`src/sv/epof_pkg.sv`:
```
// ----------------------------------------------------------------------------
// epof_pkg: shared types and constants of the pattern occurrence finder
// Holds the sizing constants, the request and response payload structs, and
// the control struct that the top level broadcasts to the cell row.
// ----------------------------------------------------------------------------
package epof_pkg;

	localparam int MAX_PATTERN   = 64;
	localparam int POSITION_BITS = 32;
	localparam int MIN_LEN       = 4;
	localparam int CFG_W         = 7;
	localparam int OUT_W         = 32;
	localparam int IDX_W         = (MAX_PATTERN > 1) ? $clog2(MAX_PATTERN) : 1;
	localparam int LEN_W         = $clog2(MAX_PATTERN + 1);

	localparam logic [CFG_W-1:0] LEN_RESET = CFG_W'(MIN_LEN);

	typedef enum logic {
		OP_LOAD = 1'b0,
		OP_TEXT = 1'b1
	} epof_op_t;

	typedef struct packed {
		logic       opcode;
		logic [7:0] data_byte;
		logic       end_of_text;
	} epof_req_t;

	typedef struct packed {
		logic             is_match;
		logic [OUT_W-1:0] start_position;
		logic [OUT_W-1:0] occurrence_count;
		logic             is_final;
	} epof_rsp_t;

	typedef struct packed {
		logic load;   // pattern byte request accepted
		logic step;   // text byte request accepted
		logic clear;  // drop all partial matches
	} epof_cell_ctl_t;

endpackage

```
`src/sv/epof_cell.sv`:
```
// ----------------------------------------------------------------------------
// epof_cell: one position of the pattern
// Stores one pattern byte and the match bit of that prefix length; takes the
// match bit of its left neighbor and hands its own bit to the right.
// ----------------------------------------------------------------------------
module epof_cell
	import epof_pkg::*;
(
	input  logic           clk,
	input  logic           arst_n,
	input  epof_cell_ctl_t ctl,
	input  logic           sel,
	input  logic           in_use,
	input  logic [7:0]     data_byte,
	input  logic           prev_bit,
	output logic           match_nxt,
	output logic           match_bit
);

	logic [7:0] pat_q;
	logic       match_q;

	// Prefix of this length matches if the shorter one did and this byte agrees.
	assign match_nxt = prev_bit & in_use & (pat_q == data_byte);
	assign match_bit = match_q;

	always_ff @(posedge clk) begin
		if (ctl.load && sel) begin
			pat_q <= data_byte;
		end
	end

	always_ff @(posedge clk or negedge arst_n) begin
		if (!arst_n) begin
			match_q <= 1'b0;
		end else if (ctl.clear) begin
			match_q <= 1'b0;
		end else if (ctl.step) begin
			match_q <= match_nxt;
		end
	end

endmodule

```
`src/sv/exact_pattern_occurrence_finder.sv`:
```
// ----------------------------------------------------------------------------
// exact_pattern_occurrence_finder: exact byte pattern search over a stream
// A row of MAX_PATTERN cells keeps one pattern byte and one match bit each;
// the top level tracks load index, text position and occurrence count.
// ----------------------------------------------------------------------------
// Response timing: a response appears in the cycle after the text byte request that
//   causes it (output register); pattern loads give no response.
// Throughput: one request per cycle; the cell row shifts and compares all
//   pattern positions in the same cycle. The response register takes a new
//   result in the cycle its current one drains; a stalled response holds
//   off every request until it is taken.
// Reset: arst_n clears match bits, load index, position, count and the
//   length register (4); pattern bytes are undefined until loaded.

module exact_pattern_occurrence_finder
	import epof_pkg::*;
(
	input  logic             clk,
	input  logic             arst_n,
	input  logic             cfg_we,
	input  logic [CFG_W-1:0] cfg_data,
	input  logic             req_valid,
	output logic             req_ready,
	input  epof_req_t        req_data,
	output logic             rsp_valid,
	input  logic             rsp_ready,
	output epof_rsp_t        rsp_data
);

	// Configuration and control state.
	logic [CFG_W-1:0]         len_cfg_q;
	logic [IDX_W-1:0]         load_idx_q;
	logic [POSITION_BITS-1:0] pos_q;
	logic [OUT_W-1:0]         cnt_q;
	logic                     rsp_valid_q;
	epof_rsp_t                rsp_q;

	logic [LEN_W-1:0]         len;
	logic [IDX_W-1:0]         hit_idx;
	logic                     req_fire;
	logic                     text_fire;
	logic                     load_fire;
	logic                     hit;
	logic                     emit;
	epof_cell_ctl_t           ctl;
	logic [MAX_PATTERN-1:0]   match_nxt;
	logic [MAX_PATTERN-1:0]   match_bits;
	logic [MAX_PATTERN-1:0]   prev_bits;

	logic [POSITION_BITS-1:0]       start_full;
	logic [OUT_W+POSITION_BITS-1:0] start_wide;
	logic [OUT_W-1:0]               cnt_nxt;
	logic [LEN_W-1:0]               load_idx_inc;

	// Clamp the programmed length to what the row supports.
	always_comb begin
		priority if (len_cfg_q < CFG_W'(MIN_LEN)) begin
			len = LEN_W'(MIN_LEN);
		end else if (LEN_W'(MAX_PATTERN) < len_cfg_q) begin
			len = LEN_W'(MAX_PATTERN);
		end else begin
			len = LEN_W'(len_cfg_q);
		end
	end

	assign hit_idx = IDX_W'(len - LEN_W'(1));

	// Accept while the response register is empty or draining.
	assign req_ready = !rsp_valid_q || rsp_ready;
	assign req_fire  = req_valid && req_ready;
	assign text_fire = req_fire && (req_data.opcode == OP_TEXT);
	assign load_fire = req_fire && (req_data.opcode == OP_LOAD);

	// Drop partial matches on a load, a length write and after the last byte.
	assign ctl.load  = load_fire;
	assign ctl.step  = text_fire;
	assign ctl.clear = load_fire || cfg_we || (text_fire && req_data.end_of_text);

	// Cell row: cell 0 always sees a match of the empty prefix.
	assign prev_bits = {match_bits[MAX_PATTERN-2:0], 1'b1};

	for (genvar i = 0; i < MAX_PATTERN; i++) begin : g_cell
		epof_cell u_cell (
			.clk       (clk),
			.arst_n    (arst_n),
			.ctl       (ctl),
			.sel       (load_idx_q == IDX_W'(i)),
			.in_use    (LEN_W'(i) < len),
			.data_byte (req_data.data_byte),
			.prev_bit  (prev_bits[i]),
			.match_nxt (match_nxt[i]),
			.match_bit (match_bits[i])
		);
	end

	// An occurrence ends here when the full-length prefix matches.
	assign hit  = match_nxt[hit_idx];
	assign emit = text_fire && (hit || req_data.end_of_text);

	// Start offset, floored at zero, then fitted to the output width.
	always_comb begin
		if (pos_q >= POSITION_BITS'(hit_idx)) begin
			start_full = pos_q - POSITION_BITS'(hit_idx);
		end else begin
			start_full = '0;
		end
	end
	assign start_wide = {OUT_W'(0), start_full};

	assign cnt_nxt = (hit && (cnt_q != '1)) ? cnt_q + OUT_W'(1) : cnt_q;

	assign load_idx_inc = LEN_W'(load_idx_q) + LEN_W'(1);

	always_ff @(posedge clk or negedge arst_n) begin
		if (!arst_n) begin
			len_cfg_q  <= LEN_RESET;
			load_idx_q <= '0;
		end else if (cfg_we) begin
			len_cfg_q  <= cfg_data;
			load_idx_q <= '0;
		end else if (load_fire) begin
			// Advance, wrapping after the last byte in use.
			load_idx_q <= (load_idx_inc >= len) ? '0 : IDX_W'(load_idx_inc);
		end
	end

	always_ff @(posedge clk or negedge arst_n) begin
		if (!arst_n) begin
			pos_q <= '0;
			cnt_q <= '0;
		end else if (text_fire) begin
			if (req_data.end_of_text) begin
				pos_q <= '0;
				cnt_q <= '0;
			end else begin
				// Hold the position once it saturates.
				if (pos_q != '1) begin
					pos_q <= pos_q + POSITION_BITS'(1);
				end
				cnt_q <= cnt_nxt;
			end
		end
	end

	always_ff @(posedge clk or negedge arst_n) begin
		if (!arst_n) begin
			rsp_valid_q <= 1'b0;
		end else if (emit) begin
			rsp_valid_q <= 1'b1;
		end else if (rsp_ready) begin
			rsp_valid_q <= 1'b0;
		end
	end

	always_ff @(posedge clk) begin
		if (emit) begin
			rsp_q.is_match         <= hit;
			rsp_q.start_position   <= hit ? start_wide[OUT_W-1:0] : '0;
			rsp_q.occurrence_count <= cnt_nxt;
			rsp_q.is_final         <= req_data.end_of_text;
		end
	end

	assign rsp_valid = rsp_valid_q;
	assign rsp_data  = rsp_q;

endmodule

```
`config.mk`:
```
export PLATFORM = sky130hd
export DESIGN_NAME = exact_pattern_occurrence_finder
export DESIGN_NICKNAME = d
export VERILOG_FILES = /design/src/sv/epof_pkg.sv /design/src/sv/epof_cell.sv /design/src/sv/exact_pattern_occurrence_finder.sv
export SDC_FILE = /design/constraint.sdc
export NUM_CORES = 1
export LEC_CHECK = 0
export ABC_AREA = 1
export BUFFER_PORTS_ARGS = -buffer_cell sky130_fd_sc_hd__buf_2
export CAP_MARGIN = 20
export CORE_MARGIN = 2
export CORE_UTILIZATION = 60
export DETAILED_ROUTE_END_ITERATION = 6
export PLACE_DENSITY = 0.77
export SYNTH_ARGS = -nofsm -noshare
export SYNTH_HDL_FRONTEND = slang
export SYNTH_SLANG_ARGS = --single-unit
```
`constraint.sdc`:
```
create_clock -name clk -period 6.35 [get_ports clk]
set_input_delay 0 -clock clk [delete_from_list [all_inputs] [get_ports clk]]
set_output_delay 0 -clock clk [all_outputs]
set_load 0.03 [all_outputs]
```
==> impl_metrics.toml, run 1 <==
[outcome]
status = "complete, but fails checks"
violations = "DRC"

[routing]
via_per_inst = 5.73
wl_um = 95800
drc = 6
antenna_left = 0
routedWlPerCell_um = 20.2
drt_first_pass_iters = 7
first_iter_violations = 2832
vias = 27100

[worst_hold_path]
hp-class = "input pin to register"
min_path_cells = 2
worstHoldStart = "req_data[4]"
holdPathEnd = "g_cell[37].u_cell.pat_q[3]"

[clock_tree]
cts_setup_buffers = 0
numCtsBuffers = 75
h-tree-depth = 3
cts_tree = "done"
cts_hold_buf = 34
post_cts_resized = 0
clock_latency_ps = 640
clock_sinks = 719
cts-root-buf = "clkbuf_16"
cts.clk_slew.worst_paths_ps = 70
clk_path_buf_depth = 3

[power_and_ir_drop]
clockPowerShare_pct = 39.4
pwr-share-seq_pct = 47.7
combPwrFrac_pct = 12.9
vdd_drop_max_v = 0.000276
power.density_mw_per_mm2 = 282
p_int_w = 0.00822
power_leakage_nw = 16.0
switching_share_pct = 26.4
p_sw_w = 0.00294

[global_routing]
grt_pass1_vias = 25700
grt_pass1_wl_um = 148000
grt_use_total_pct = 31.8
antenna_found_initial = 2
grt_overflow = 0
grt_max_degree = 117

[setup_path]
crit_type = "register to register"
r2r_end = "rsp_data[51]"
rrSetupSlack_ps = 1090
r2r-start = "len_cfg_q[6]"
worstSetupEndpointType = "register"
cp_max_fo = 38
worstPathRequired_ps = 6690
cp_common_cell = "nand2_1"
cpLargestDelayFamily = "simple AND/OR/NAND/NOR gates"
max_stage_delay_ps = 540
start_kind = "register"
crit_chain = "nor2_4 > nand3_4 > nand2_4 > ha_1 > inv_1 > nor3_2 > xor2_1 > inv_1 > ha_1 > nand2_1 > inv_1 > nand2_1 > nand2_1 > nor2_1 > inv_2 > nor3_4 > nand4_1 > nor2_1 > nand2_1 > o31ai_4 > buf_4 > nor2_1"
cp.arrival_ps = 5600
rr_worst_depth = 22
crit_slowest_cell = "dfrtp_1"
cp_num_buf_inv = 5

[placement]
dpl.hpwl_um = 60700
place.gp.congestion = 0.967
port_buffers = 89

[timing]
fin_skew_ps = 40.2
tightest_slew_ps = 1250
finalHoldViolations = 0
setup_violations = 0
max_freq_mhz = 190
fin_crit_ps = 5260
max_slew_margin_pct = 16.2
maxSlewViolCount = 0
tns_ps = 0
finalCritPeriodShare_pct = 82.8
rsz0062_at_grt = "false"

[floorplan]
die_y_um = 248
fp.dieW_um = 248
coreArea_mm2 = 0.0588
die_area_mm2 = 0.0613
ioPinCount = 90
rows = 89
start_util_pct = 60.6

[synthesis]
syn-mean-instance-area_um2 = 9.32
yosysWarnings = 0
syn_inst = 3819
ys.flop_type = "edfxtp_1"
async_flop_share_pct = 19.6
synth_edf_count = 578
syn_area_mm2 = 0.0356
synth_seq_area_share_pct = 58.7
synth-seq-cells = 719
syn-num-nets = 3862
ys_types = 52

[cells_and_area]
final_util_pct = 67.2
diodes = 0
final_cell_mix = "1052 x nand2_1, 578 x edfxtp_1, 465 x nor2_1"
fillers = 4505
drive_gt1_share_pct = 8.46
areaGrowthSynthToFinish_pct = 11.0
fin_nets = 3940
mostFrequentLayoutCell = "nand2_1"

[run]
drv_cap = 0
sequential cells by signal (all words and copies together), names as in the netlist:
register / flops
load_idx_q: 6
pos_q: 32
len_cfg_q: 7
g_cell.u_cell.match_bit: 63
rsp_data: 66
rsp_valid: 1
g_cell.u_cell.pat_q: 512
cnt_q: 32
synthesized netlist by cell type, drive strengths merged (5+ instances only):
cell type	number	area [um2]
a21oi	57	297
nor3	59	323
o31ai	12	104
nand2	1064	4040
o22ai	27	169
clkbuf	69	259
clkinv	6	22.5
xnor2	138	1210
or2	34	213
xor2	114	1010
nor2	474	1820
nor4	20	125
nand3	273	1410
ha	20	250
a211oi	5	37.5
o211ai	9	72.6
dfrtp	140	3500
nand4	56	350
inv	358	1340
edfxtp	578	17400
buf	93	518
and2	6	37.5
o21ai	187	940
kinds of logic (layout without fill, tap and decap cells):
logic type                 Yosys count  in the layout  synth area share (%)
and+or+nand+nor                   1993           1993                  23.5
DFF                                719            719                  58.7
buffers and inverters              526            666                  6.02
AOI/OAI and AO/OA                  308            308                  4.80
xor gates and xnor gates           252            252                  6.24
adders and majority gates           21             21                 0.759
power by group through the flow:
stage | Combinational (W) | Clock [W] | Sequential [W]
after floorplan | 0.000852 | 0 | 0.00554
after global placement | 0.00138 | 0 | 0.00542
after detailed placement | 0.00140 | 0 | 0.00542
after CTS | 0.00143 | 0.00443 | 0.00532
after global routing | 0.00157 | 0.00463 | 0.00533
final | 0.00144 | 0.00440 | 0.00532
area by class of cell:
type | count | area, um2 | share of cell area [%]
flip-flops and latches | 719 | 20900 | 52.9
multi-input cells | 2574 | 12600 | 31.8
clock buffers | 103 | 2140 | 5.41
inverters | 364 | 1370 | 3.46
repair buffers | 163 | 1240 | 3.15
well taps | 773 | 967 | 2.45
clock inverters | 36 | 333 | 0.842
how the worst max path moves through the flow:
| stage | from | endpoint | slack, ps | cells past startpoint |
|---|---|---|---|---|
| after CTS | len_cfg_q[6] | rsp_data[51] | 1100 | 22 |
| after floorplan | len_cfg_q[6] | rsp_data[0] | 1730 | 16 |
| after detailed placement | len_cfg_q[6] | rsp_data[33] | 1160 | 22 |
| after global placement | len_cfg_q[6] | rsp_data[62] | 1230 | 22 |
| after global routing | len_cfg_q[6] | rsp_data[51] | 710 | 22 |
| final | len_cfg_q[6] | rsp_data[51] | 1090 | 22 |
through the flow:
step / hold slack (ps) / total power [W] / area [um2] / cells / setup WS (ps)
after floorplan: -296 / 0.00639 / 35600 / 3819 / 1730
after global placement: 8.25 / 0.00679 / 36700 / 4557 / 1230
after detailed placement: 17.4 / 0.00682 / 36700 / 4558 / 1160
after CTS: 18.1 / 0.0112 / 39500 / 4731 / 1100
after global routing: 44.2 / 0.0115 / 39500 / 4732 / 706
final: 33.2 / 0.0112 / 39500 / 4732 / 1090
layer usage:
metal / vias to the layer above / wire length (um) / GRT usage (%)
met1: 12800 / 37800 / 42.1
met2: 1316 / 44800 / 51.5
met3: 266 / 8860 / 6.04
met4: 2 / 4280 / 14.4
met5: - / 11 / 0
li1: 12700 / - / -
Note: power is estimated with default switching activity, not from simulation.
==> inputs of run 2 (changes only) <==
==> constraint.sdc (replaced) <==
create_clock -name clk -period 5.1 [get_ports clk]
set_input_delay 0 -clock clk [delete_from_list [all_inputs] [get_ports clk]]
set_output_delay 0 -clock clk [all_outputs]
set_load 0.03 [all_outputs]
==> run 2 against run 1 <==
  * The run now ends clean
  * Power is 25% higher
  * Global-route usage is 0.20 points lower
  * Non-clock buffer count is 3 higher
  * Design area hardly changed
  * Cell count hardly changed
  * Routed wire length is 0.22% lower
  * Sequential power is 25% higher
  * Critical endpoint is now rsp_data[39]
  * Largest cell class unchanged
==> impl_metrics.toml, run 2 (same netlist as run 1, synthesis figures left out) <==
[floorplan]
fp.dieW_um = 248
die_area_mm2 = 0.0613
start_util_pct = 60.6
die_y_um = 248
rows = 89
coreArea_mm2 = 0.0588
ioPinCount = 90

[power_and_ir_drop]
total_power_w = 0.0139
pwr-share-seq_pct = 47.5
switching_share_pct = 26.6
p_sw_w = 0.00371
vdd_drop_max_v = 0.000407
combPwrFrac_pct = 13.2
power_leakage_nw = 16.0
power.density_mw_per_mm2 = 352
p_int_w = 0.0102
clockPowerShare_pct = 39.2

[clock_tree]
numCtsBuffers = 75
post_cts_resized = 0
clk_path_buf_depth = 3
clock_sinks = 719
h-tree-depth = 3
cts_hold_buf = 31
cts_setup_buffers = 0
clock_latency_ps = 640
cts_tree = "done"
cts.clk_slew.worst_paths_ps = 60
cts-root-buf = "clkbuf_16"

[timing]
max_freq_mhz = 212
max_slew_margin_pct = 16.6
finalCritPeriodShare_pct = 92.4
fin_skew_ps = 25.3
tns_ps = 0
setup_violations = 0
tightest_slew_ps = 1250
maxSlewViolCount = 0
finalHoldViolations = 0
rsz0062_at_grt = "false"
fin_crit_ps = 4710

[setup_path]
cpLargestDelayFamily = "simple AND/OR/NAND/NOR gates"
start_kind = "register"
worstSetupEndpointType = "register"
crit_chain = "nor2_4 > nand3_4 > nand2_1 > ha_1 > inv_1 > nor3_2 > xor2_1 > inv_1 > ha_1 > nand2_1 > inv_1 > nand2_1 > nand2_1 > nor2_1 > inv_2 > nor3_4 > nand4_1 > nor2_1 > nand2_1 > o31ai_4 > buf_4 > a21oi_1"
max_stage_delay_ps = 570
crit_type = "register to register"
cp_num_buf_inv = 5
worstPathRequired_ps = 5450
cp.arrival_ps = 5060
cp_common_cell = "nand2_1"
crit_slowest_cell = "dfrtp_1"
cp_max_fo = 31

[routing]
drc = 0
wl_met1_um = 37800
first_iter_violations = 2785
highest_layer = "met4"
dr_wl_met2_um = 44700
via_per_inst = 5.76
wl_met3_um = 8640
vias = 27300
routedWlPerCell_um = 20.2
drt_first_pass_iters = 6
antenna_left = 0
wl_um = 95600

[global_routing]
grt_use_total_pct = 31.6
antenna_found_initial = 1
grt_pass1_wl_um = 147000
grt_overflow = 0
grt_pass1_vias = 26300
grt_max_degree = 120

[cells_and_area]
multi_input_area_mm2 = 0.0126
drive_gt1_share_pct = 8.58
final_cell_mix = "1052 x nand2_1, 578 x edfxtp_1, 465 x nor2_1"
fillers = 4451
final_util_pct = 67.3
largest_reg_flops = 512
top_register = "g_cell.u_cell.pat_q"
areaGrowthSynthToFinish_pct = 11.1
final_area_mm2 = 0.0395
regArea_mm2 = 0.0209
fin_nets = 3943
mostFrequentLayoutCell = "nand2_1"

[placement]
place.gp.congestion = 0.971
place_area_mm2 = 0.0368
dpl.hpwl_um = 60300
port_buffers = 89

[worst_hold_path]
hp-class = "input pin to register"

[run]
drv_cap = 0

[outcome]
status = "complete, no violations"
[run 2: cell count changes in the layout (fill, tap and decap cells not counted), sizes merged]
| cell | delta |
|---|---|
| dlygate4sd3 | -3 |
| clkbuf | +10 |
| clkinv | -9 |
| clkinvlp | -1 |
| bufinv | -1 |
| diode | +1 |
| buf | +6 |
| inv | +1 |
[run 2: layout make-up]
type                            instances  share of cell area [%]
Sequential cell                       719                    52.8
Clock inverter                         26                   0.649
Inverter                              364                    3.46
Multi-Input combinational cell       2574                    31.8
Timing Repair Buffer                  166                    3.26
Clock buffer                          113                    5.55
Tap cell                              773                    2.45
Antenna cell                            1                 0.00633
[run 2: path summary, 6_finish.rpt]
check                                             from                     endpoint  slack [ps]  cells past startpoint
min in group asynchronous                       arst_n  g_cell[12].u_cell.match_bit         520                      4
hold reg to reg            g_cell[41].u_cell.match_bit  g_cell[41].u_cell.match_bit         510                      2
setup / recovery                          len_cfg_q[6]                 rsp_data[39]         390                     22
max in group asynchronous                       arst_n  g_cell[16].u_cell.match_bit        3930                      4
setup reg to reg                          len_cfg_q[6]                 rsp_data[39]         390                     22
hold / removal                             req_data[2]   g_cell[21].u_cell.pat_q[1]          20                      2
[run 2: power groups by stage]
stage / Sequential [W] / Combinational, W / Clock (W)
3_3_place_gp: 0.00674 / 0.00175 / 0
3_5_place_dp: 0.00675 / 0.00179 / 0
6_report: 0.00663 / 0.00185 / 0.00547
2_1_floorplan: 0.00689 / 0.00106 / 0
4_1_cts: 0.00663 / 0.00183 / 0.00550
5_1_grt: 0.00664 / 0.00201 / 0.00573
[run 2: per-stage QoR]
step	setup WS (ps)	cells	hold slack, ps
floorplan	484	3819	-296
global placement	578	4564	28.1
detailed placement	472	4565	28.2
CTS	459	4735	7.70
global route	74.6	4736	28.3
finish	386	4736	17.1
[run 2: routing by layer]
| layer | GRT usage, % | vias to the layer above |
|---|---|---|
| met5 | 0 | - |
| met4 | 13.6 | 0 |
| met3 | 5.59 | 288 |
| met2 | 51.4 | 1375 |
| met1 | 42.1 | 12900 |
| li1 | - | 12700 |
